**src/rtl/core/bgs_pkg.sv**
```systemverilog
// shared types and constants for the bmp24 grayscale stream core
// used by bgs_luma, bgs_parse and bmp24_grayscale_stream_core; no dependencies
`default_nettype none

package bgs_pkg;

	// build bounds on image size
	localparam int unsigned MAX_WIDTH  = 4096;
	localparam int unsigned MAX_HEIGHT = 4096;

	// header layout: bytes 0..33 are parsed, fields are little-endian
	localparam int unsigned HEADER_BYTES = 34;
	localparam int unsigned OFFSET_POS   = 10;
	localparam int unsigned WIDTH_POS    = 18;
	localparam int unsigned HEIGHT_POS   = 22;

	// luma weights, 8 fractional bits
	localparam int unsigned LUMA_R = 77;
	localparam int unsigned LUMA_G = 150;
	localparam int unsigned LUMA_B = 29;

	// field widths
	localparam int unsigned DIM_W   = 13;
	localparam int unsigned COORD_W = 12;
	localparam int unsigned OUT_DW  = 96;

	// result kinds
	localparam logic RK_HEADER = 1'b0;
	localparam logic RK_PIXEL  = 1'b1;

	typedef enum logic [1:0] {
		PH_HEADER = 2'd0,
		PH_SKIP   = 2'd1,
		PH_PIXELS = 2'd2,
		PH_IDLE   = 2'd3
	} phase_t;

	typedef struct packed {
		logic               last_pixel;
		logic [COORD_W-1:0] dest_col;
		logic [COORD_W-1:0] dest_row;
		logic [7:0]         gray;
		logic               too_large;
		logic [31:0]        pixel_offset;
		logic [DIM_W-1:0]   image_height;
		logic [DIM_W-1:0]   image_width;
		logic               result_kind;
	} result_t;

endpackage

`default_nettype wire

```
**src/rtl/core/bmp24_grayscale_stream_core.sv**
```systemverilog
// Streaming 24-bit BMP to 8-bit grayscale core. Takes one file byte per beat,
// emits one header beat after byte 33 and one pixel beat per BGR triple, with
// gray = (77R+150G+29B)>>8, top-down row and column. The core accepts one byte
// every cycle while s_tready is high; the parse logic sits between an input
// register and an output register, which hold the beats in flight. The rate
// is set by the parse state update in bgs_parse, and s_tready drops only when
// both registers are full and m_tready is low.
// depends on bgs_pkg and bgs_parse
`default_nettype none

module bmp24_grayscale_stream_core
	import bgs_pkg::*;
(
	input  wire logic              clk,
	input  wire logic              arst_n,
	input  wire logic              s_tvalid,
	output logic                   s_tready,
	input  wire logic [7:0]        s_tdata,  // file_byte [7:0]
	input  wire logic              s_tuser,  // start_of_file
	output logic                   m_tvalid,
	input  wire logic              m_tready,
	output logic [OUT_DW-1:0]      m_tdata,  // image_width [12:0], image_height [25:13],
	                                         // pixel_offset [57:26], too_large [58],
	                                         // gray [66:59], dest_row [78:67],
	                                         // dest_col [90:79], zero [95:91]
	output logic                   m_tuser,  // result_kind
	output logic                   m_tlast   // last_pixel
);

	logic       vld_s1;
	logic [7:0] byte_s1;
	logic       sof_s1;
	logic       vld_s2;
	result_t    res_s2;
	logic       adv, step, res_valid;
	result_t    res;

	// the output register frees up when empty or taken this cycle
	assign adv      = !vld_s2 || m_tready;
	assign step     = vld_s1 && adv;
	assign s_tready = !vld_s1 || adv;

	// input register
	always_ff @(posedge clk or negedge arst_n) begin
		if (!arst_n) begin
			vld_s1 <= 1'b0;
		end else if (s_tready) begin
			vld_s1 <= s_tvalid;
		end
	end

	always_ff @(posedge clk) begin
		if (s_tvalid && s_tready) begin
			byte_s1 <= s_tdata;
			sof_s1  <= s_tuser;
		end
	end

	bgs_parse u_parse (
		.clk           (clk),
		.arst_n        (arst_n),
		.step          (step),
		.file_byte     (byte_s1),
		.start_of_file (sof_s1),
		.res_valid     (res_valid),
		.res           (res)
	);

	// output register
	always_ff @(posedge clk or negedge arst_n) begin
		if (!arst_n) begin
			vld_s2 <= 1'b0;
		end else if (adv) begin
			vld_s2 <= step && res_valid;
		end
	end

	always_ff @(posedge clk) begin
		if (step && res_valid)
			res_s2 <= res;
	end

	// pack the result beat
	assign m_tvalid = vld_s2;
	assign m_tuser  = res_s2.result_kind;
	assign m_tlast  = res_s2.last_pixel;
	assign m_tdata  = {5'd0, res_s2.dest_col, res_s2.dest_row, res_s2.gray, res_s2.too_large,
		res_s2.pixel_offset, res_s2.image_height, res_s2.image_width};

	// last pixel only on pixel beats
	a_last_is_pixel: assert property (@(posedge clk) disable iff (!arst_n)
		m_tvalid && m_tlast |-> m_tuser == RK_PIXEL)
		else $error("last pixel flag on a header beat");

	// pixel beats never flag an oversize image
	a_pixel_not_large: assert property (@(posedge clk) disable iff (!arst_n)
		m_tvalid && m_tuser == RK_PIXEL |-> !m_tdata[58])
		else $error("too_large set on a pixel beat");

	// column stays inside the parsed width
	a_col_in_row: assert property (@(posedge clk) disable iff (!arst_n)
		m_tvalid && m_tuser == RK_PIXEL |-> {1'b0, m_tdata[90:79]} < m_tdata[12:0])
		else $error("pixel column beyond image width");

	// an empty output register never blocks the input side
	a_ready_when_empty: assert property (@(posedge clk) disable iff (!arst_n)
		!m_tvalid |-> s_tready)
		else $error("input stalled with empty output register");

endmodule

`default_nettype wire

```
**src/rtl/core/bgs_luma.sv**
```systemverilog
// bt601 luma from one bgr triple, fixed point with 8 fractional bits
// depends on bgs_pkg for the weights
`default_nettype none

module bgs_luma
	import bgs_pkg::*;
(
	input  wire logic [7:0] red,
	input  wire logic [7:0] green,
	input  wire logic [7:0] blue,
	output logic      [7:0] gray
);

	logic [15:0] sum;

	// weighted sum fits 16 bits, keep the integer part
	always_comb begin
		sum = 16'(LUMA_R) * {8'd0, red} + 16'(LUMA_G) * {8'd0, green}
			+ 16'(LUMA_B) * {8'd0, blue};
		gray = sum[15:8];
	end

endmodule

`default_nettype wire

```
**src/rtl/core/bgs_parse.sv**
```systemverilog
// bmp parse state: header fields, offset skip, pixel triples and row padding
// depends on bgs_pkg and bgs_luma
`default_nettype none

module bgs_parse
	import bgs_pkg::*;
(
	input  wire logic       clk,
	input  wire logic       arst_n,
	input  wire logic       step,
	input  wire logic [7:0] file_byte,
	input  wire logic       start_of_file,
	output logic            res_valid,
	output result_t         res
);

	phase_t             phase_q, phase_c, phase_n;
	logic [31:0]        pos_q, pos_c, pos_n, pos_inc;
	logic [31:0]        width_q, width_c, width_n;
	logic [31:0]        height_q, height_c, height_n;
	logic [31:0]        offset_q, offset_c, offset_n;
	logic [COORD_W-1:0] col_q, col_c, col_n;
	logic [COORD_W-1:0] row_q, row_c, row_n;
	logic [1:0]         tri_q, tri_c, tri_n;
	logic [7:0]         blue_q, blue_c, blue_n;
	logic [7:0]         green_q, green_c, green_n;
	logic [1:0]         pad_q, pad_c, pad_n;
	logic               hdr_done, hdr_big, hdr_stop, pix_out, col_wrap, row_wrap;
	logic [COORD_W:0]   col_inc, row_inc;
	logic [1:0]         lane;
	logic [7:0]         gray;

	// start of file drops all progress before the beat is parsed
	always_comb begin
		if (start_of_file) begin
			phase_c  = PH_HEADER;
			pos_c    = '0;
			width_c  = '0;
			height_c = '0;
			offset_c = '0;
			col_c    = '0;
			row_c    = '0;
			tri_c    = '0;
			blue_c   = '0;
			green_c  = '0;
			pad_c    = '0;
		end else begin
			phase_c  = phase_q;
			pos_c    = pos_q;
			width_c  = width_q;
			height_c = height_q;
			offset_c = offset_q;
			col_c    = col_q;
			row_c    = row_q;
			tri_c    = tri_q;
			blue_c   = blue_q;
			green_c  = green_q;
			pad_c    = pad_q;
		end
	end

	// shared conditions
	assign pos_inc  = pos_c + 32'd1;
	assign hdr_done = (phase_c == PH_HEADER) && (pos_inc >= 32'(HEADER_BYTES));
	assign hdr_big  = (width_c > 32'(MAX_WIDTH)) || (height_c > 32'(MAX_HEIGHT));
	assign hdr_stop = hdr_big || (width_c == 32'd0) || (height_c == 32'd0);
	assign pix_out  = (phase_c == PH_PIXELS) && (pad_c == 2'd0) && (tri_c == 2'd2);
	assign col_inc  = {1'b0, col_c} + 13'd1;
	assign row_inc  = {1'b0, row_c} + 13'd1;
	assign col_wrap = 32'(col_inc) >= width_c;
	assign row_wrap = 32'(row_inc) >= height_c;

	bgs_luma u_luma (
		.red   (file_byte),
		.green (green_c),
		.blue  (blue_c),
		.gray  (gray)
	);

	// next parse phase
	always_comb begin
		phase_n = phase_c;
		unique case (phase_c)
			PH_HEADER: begin
				if (hdr_done) begin
					if (hdr_stop)
						phase_n = PH_IDLE;
					else if (offset_c > 32'(HEADER_BYTES))
						phase_n = PH_SKIP;
					else
						phase_n = PH_PIXELS;
				end
			end
			PH_SKIP: begin
				if (pos_inc >= offset_c)
					phase_n = PH_PIXELS;
			end
			PH_PIXELS: begin
				if (pix_out && col_wrap && row_wrap)
					phase_n = PH_IDLE;
			end
			PH_IDLE: begin
				phase_n = PH_IDLE;
			end
			default: phase_n = PH_IDLE;
		endcase
	end

	// header field capture, counters and held color bytes
	always_comb begin
		pos_n    = pos_c;
		width_n  = width_c;
		height_n = height_c;
		offset_n = offset_c;
		col_n    = col_c;
		row_n    = row_c;
		tri_n    = tri_c;
		blue_n   = blue_c;
		green_n  = green_c;
		pad_n    = pad_c;
		lane     = 2'(pos_c - 32'(OFFSET_POS));
		unique case (phase_c)
			PH_HEADER: begin
				pos_n = pos_inc;
				if (pos_c >= 32'(OFFSET_POS) && pos_c < 32'(OFFSET_POS + 4)) begin
					lane = 2'(pos_c - 32'(OFFSET_POS));
					offset_n[8*lane +: 8] = file_byte;
				end else if (pos_c >= 32'(WIDTH_POS) && pos_c < 32'(WIDTH_POS + 4)) begin
					lane = 2'(pos_c - 32'(WIDTH_POS));
					width_n[8*lane +: 8] = file_byte;
				end else if (pos_c >= 32'(HEIGHT_POS) && pos_c < 32'(HEIGHT_POS + 4)) begin
					lane = 2'(pos_c - 32'(HEIGHT_POS));
					height_n[8*lane +: 8] = file_byte;
				end
				if (hdr_done) begin
					col_n = '0;
					row_n = '0;
					tri_n = '0;
					pad_n = '0;
				end
			end
			PH_SKIP: begin
				pos_n = pos_inc;
			end
			PH_PIXELS: begin
				if (pad_c != 2'd0) begin
					pad_n = pad_c - 2'd1;
				end else if (tri_c == 2'd0) begin
					blue_n = file_byte;
					tri_n  = 2'd1;
				end else if (tri_c == 2'd1) begin
					green_n = file_byte;
					tri_n   = 2'd2;
				end else begin
					tri_n = 2'd0;
					col_n = col_inc[COORD_W-1:0];
					if (col_wrap) begin
						col_n = '0;
						row_n = row_inc[COORD_W-1:0];
						pad_n = width_c[1:0];
						if (row_wrap)
							pad_n = '0;
					end
				end
			end
			PH_IDLE: begin
				pos_n = pos_c;
			end
			default: pos_n = pos_c;
		endcase
	end

	// result for this beat
	always_comb begin
		res_valid        = hdr_done || pix_out;
		res.result_kind  = pix_out ? RK_PIXEL : RK_HEADER;
		res.image_width  = (width_c > 32'(MAX_WIDTH)) ? DIM_W'(MAX_WIDTH)
			: width_c[DIM_W-1:0];
		res.image_height = (height_c > 32'(MAX_HEIGHT)) ? DIM_W'(MAX_HEIGHT)
			: height_c[DIM_W-1:0];
		res.pixel_offset = offset_c;
		res.too_large    = hdr_done && hdr_big;
		res.gray         = pix_out ? gray : 8'd0;
		res.dest_row     = pix_out ? (height_c[COORD_W-1:0] - COORD_W'(1) - row_c) : '0;
		res.dest_col     = pix_out ? col_c : '0;
		res.last_pixel   = pix_out && col_wrap && row_wrap;
	end

	// parse state registers, advance once per parsed beat
	always_ff @(posedge clk or negedge arst_n) begin
		if (!arst_n) begin
			phase_q  <= PH_HEADER;
			pos_q    <= '0;
			width_q  <= '0;
			height_q <= '0;
			offset_q <= '0;
			col_q    <= '0;
			row_q    <= '0;
			tri_q    <= '0;
			blue_q   <= '0;
			green_q  <= '0;
			pad_q    <= '0;
		end else if (step) begin
			phase_q  <= phase_n;
			pos_q    <= pos_n;
			width_q  <= width_n;
			height_q <= height_n;
			offset_q <= offset_n;
			col_q    <= col_n;
			row_q    <= row_n;
			tri_q    <= tri_n;
			blue_q   <= blue_n;
			green_q  <= green_n;
			pad_q    <= pad_n;
		end
	end

endmodule

`default_nettype wire

```
**config.mk**
```make
export PLATFORM = sky130hd
export DESIGN_NAME = bmp24_grayscale_stream_core
export DESIGN_NICKNAME = d
export VERILOG_FILES = /design/src/rtl/core/bgs_pkg.sv /design/src/rtl/core/bmp24_grayscale_stream_core.sv /design/src/rtl/core/bgs_luma.sv /design/src/rtl/core/bgs_parse.sv
export SDC_FILE = /design/constraint.sdc
export NUM_CORES = 1
export LEC_CHECK = 0
export BUFFER_PORTS_ARGS = -buffer_cell sky130_fd_sc_hd__buf_2
export CORE_ASPECT_RATIO = 0.8
export CORE_MARGIN = 8
export CORE_UTILIZATION = 62
export DETAILED_ROUTE_END_ITERATION = 12
export HOLD_SLACK_MARGIN = 0.1
export PLACE_DENSITY = 0.93
export RECOVER_POWER = 25
export SLEW_MARGIN = 20
export SYNTH_ARGS = -nofsm -noshare
export SYNTH_HDL_FRONTEND = slang
export SYNTH_HIERARCHICAL = 1
export SYNTH_SLANG_ARGS = --single-unit
```
**constraint.sdc**
```tcl
create_clock -name clk -period 9.9 [get_ports clk]
set_clock_uncertainty 0.1 [all_clocks]
set_input_delay 1.485 -clock clk [delete_from_list [all_inputs] [get_ports clk]]
set_output_delay 1.485 -clock clk [all_outputs]
set_load 0.05 [all_outputs]
```
==> flow_summary.json <==
{
  "grt_pass1_vias": 14690,
  "place_ws_ps": 2362,
  "place_area_mm2": 0.01911,
  "fp.dieH_um": 169.6,
  "synthArstFlopShare_pct": 63.31,
  "dieArea_mm2": 0.03526,
  "final_area_mm2": 0.02007,
  "r2r_start": "sof_s1$_DFFE_PP_",
  "arrival_ps": 8130,
  "synth_enable_flop_cells": 102,
  "leakage_nw": 9.781,
  "seqCellArea_mm2": 0.007467,
  "required_ps": 10330,
  "period_share_pct": 77.84,
  "max_freq_mhz": 129.8,
  "drcViolationCount": 0,
  "grt-ovfl-total": 0,
  "endpoint_kind": "flop",
  "syn_area_per_cell_um2": 9.974,
  "worst_skew_pair.late_latency_ps": 580,
  "outcome": "finished, violations left",
  "core_mm2": 0.02915,
  "power_per_cell_area_mw_per_mm2": 208.7,
  "finalMaxSlewViolations": 236,
  "start_util_pct": 62.69,
  "gp_congestion": 0.9468,
  "synth_top_area_cell": "dfrtp_1",
  "synth-seq-cells": 278,
  "grt_pass1_wl_um": 78870,
  "syn_area_mm2": 0.01827,
  "clkTransAtPathRegs_ps": 70,
  "irDropWorstVdd_v": 0.0002940,
  "post-dp-hpwl_um": 35820,
  "relSlewSlack_pct": -309.1,
  "finalSetupTns_ps": 0,
  "cp-start-kind": "flop",
  "final_nets": 2145,
  "setup_viol": 0,
  "drv_cap": 3,
  "clock_sinks": 278,
  "multiInputGateArea_mm2": 0.009892,
  "via_count": 14990,
  "rsz0062_at_grt": "no",
  "drive_gt1_share_pct": 11.40,
  "ctsHtreeMaxLevel": 1,
  "cts_buffers": 29,
  "worst_pin_slew_ps": 6136,
  "finalCriticalPeriod_ps": 7706,
  "numPortBuffers": 107,
  "area_growth_syn_to_layout_pct": 9.833,
  "synth_top_area_share_pct": 24.10,
  "cts_hold_buf": 0,
  "cts.path.max_buffers": 3,
  "ys_types": 89,
  "instances_no_fill": 2316,
  "synthTopCellsByArea": "dfrtp_1 (24%), edfxtp_1 (17%), ha_1 (11%)",
  "crit_path_start": "sof_s1$_DFFE_PP_",
  "r2r_slack_ps": 2190,
  "critical_path.max_fanout": 72,
  "hold_class": "reg2reg",
  "n_antenna_cell": 0,
  "hp-start": "u_parse/height_q[23]$_DFFE_PN0P_",
  "routed_wl_um": 49320,
  "fillers": 2102,
  "reg2reg_depth": 16,
  "postRouteAntennaNets": 0,
  "via_per_inst": 6.472,
  "cts.root.buffer_cell": "clkbuf_16",
  "io_pins": 113,
  "cts_resized": 0,
  "antenna_found_initial": 1,
  "yosysWarnings": 6,
  "grt_usage_pct": 27.46,
  "syn_inst": 1832,
  "drtIter0Drc": 2010,
  "hold_viol_final": 0,
  "synthFlopType": "dfrtp_1",
  "setup_ws_ps": 2194,
  "finalPower_mw": 4.189,
  "grt_max_degree": 114,
  "worstSetupPathType": "reg2reg",
  "hold_ws_ps": 387.4,
  "drt_pass1_iterations": 8,
  "setup.worst_path.end": "u_parse/row_q[9]$_DFFE_PN0P_",
  "postCtsSetupBuffers": 0,
  "wl_per_cell_um": 21.29,
  "worstReg2RegEnd": "u_parse/row_q[9]$_DFFE_PN0P_",
  "yosysSeqAreaShare_pct": 40.87,
  "fp.dieW_um": 207.9,
  "fp-row-count": 56,
  "cts_tree": "built",
  "fin_util_pct": 68.85,
  "failed_checks": "capacitance limit, slew limit",
  "placed_cells": 2263
}
[cells by family after synthesis]
group / count (synthesis) / synth area share, %
multiplexers: 24 / 1.459
AND/OR/NAND/NOR: 649 / 18.04
XOR/XNOR: 71 / 3.479
other: 1 / 0.02052
flip-flops: 278 / 40.87
buffers and inverters: 232 / 5.060
AO/OA/AOI/OAI: 362 / 14.09
adder cells (fa/ha/maj): 215 / 16.98
[routing by layer]
metal | track usage [%] | wire length (um) | vias to the layer above
met3 | 6.257 | 5231 | 188
met1 | 37.34 | 20380 | 7272
met2 | 43.23 | 21870 | 861
met5 | 0 | 13 | -
li1 | - | - | 6666
met4 | 9.427 | 1828 | 2
[worst min-delay path by stage]
stage	end	slack (ps)	cells past startpoint
CTS	u_parse/height_q[23]$_DFFE_PN0P_	390	2
global placement	u_parse/width_q[27]$_DFFE_PN0P_	370	2
floorplan	u_parse/width_q[31]$_DFFE_PN0P_	340	2
detailed placement	u_parse/height_q[23]$_DFFE_PN0P_	370	2
global route	u_parse/height_q[26]$_DFFE_PN0P_	410	1
finish	u_parse/height_q[23]$_DFFE_PN0P_	390	2
[cells in the final DEF (no fill, tap or decap), drive strengths merged, types with 7 or more instances in the layout]
cell    synthesis  layout
nand2         215     215
dfrtp         176     176
inv           160     164
ha            160     160
buf            29     111
nor2          109     109
o21ai         103     103
edfxtp        102     102
a22o           65      65
fa             55      55
nand3          53      53
nor2b          51      51
clkbuf         42      51
a21oi          48      48
xnor2          44      44
and2           37      37
nor4           35      35
a21o           33      33
nor3           30      30
nand4          27      27
xor2           26      26
nand2b         24      24
mux2           21      21
and3           20      20
o31ai          17      17
and4           11      11
a32o           11      11
or3            10      10
a31oi           9       9
or2             8       8
o21a            7       7
clkinv          1       7
[report_power, final]
group / internal [mW] / switching, mW
Combinational: 0.644 / 1.08
Sequential: 1.28 / 0.0653
Clock: 0.645 / 0.479
[critical path, cell delays in order (launching register included)]
cell,delay (ps)
edfxtp_1,460
buf_4,600
clkbuf_1,1940
inv_2,880
buf_4,590
nand2_1,250
nor2_1,160
and3_1,220
and4_1,250
ha_1,300
o21ai_0,70
a21oi_1,200
o21ai_1,300
nor2_1,680
a21o_1,230
nand2_1,70
o21ba_2,260
[flip-flops by register name, indices dropped and copies added (netlist names)]
| name | cells |
|---|---|
| u_parse/pos_q | 32 |
| byte_s1 | 8 |
| u_parse/offset_q | 32 |
| u_parse/blue_q | 8 |
| m_tuser | 1 |
| u_parse/green_q | 8 |
| sof_s1 | 1 |
| u_parse/pad_q | 2 |
| u_parse/phase_q | 2 |
| vld_s1 | 1 |
| m_tlast | 1 |
| m_tdata | 91 |
| u_parse/row_q | 12 |
| u_parse/tri_q | 2 |
| u_parse/width_q | 32 |
| u_parse/col_q | 12 |
| u_parse/height_q | 32 |
| m_tvalid | 1 |
[final cells by class]
type                            instances  area share (%)
Clock buffer                           41           4.532
Inverter                              161           3.011
Tap cell                              377           2.350
Timing Repair Buffer                  121           3.173
Sequential cell                       278           37.21
Clock inverter                         12          0.4364
Multi-Input combinational cell       1326           49.29
[synth_stat cells, types with 27 or more instances]
library cell / count
nand2_1: 215
dfrtp_1: 176
ha_1: 160
inv_1: 160
nor2_1: 109
edfxtp_1: 102
o21ai_0: 90
a22o_1: 65
fa_1: 55
nand3_1: 51
nor2b_1: 51
a21oi_1: 47
xnor2_1: 44
clkbuf_1: 42
and2_1: 35
a21o_1: 33
nor4_1: 32
nor3_1: 29
nand4_1: 27
Note: power is estimated with default switching activity, not from simulation.
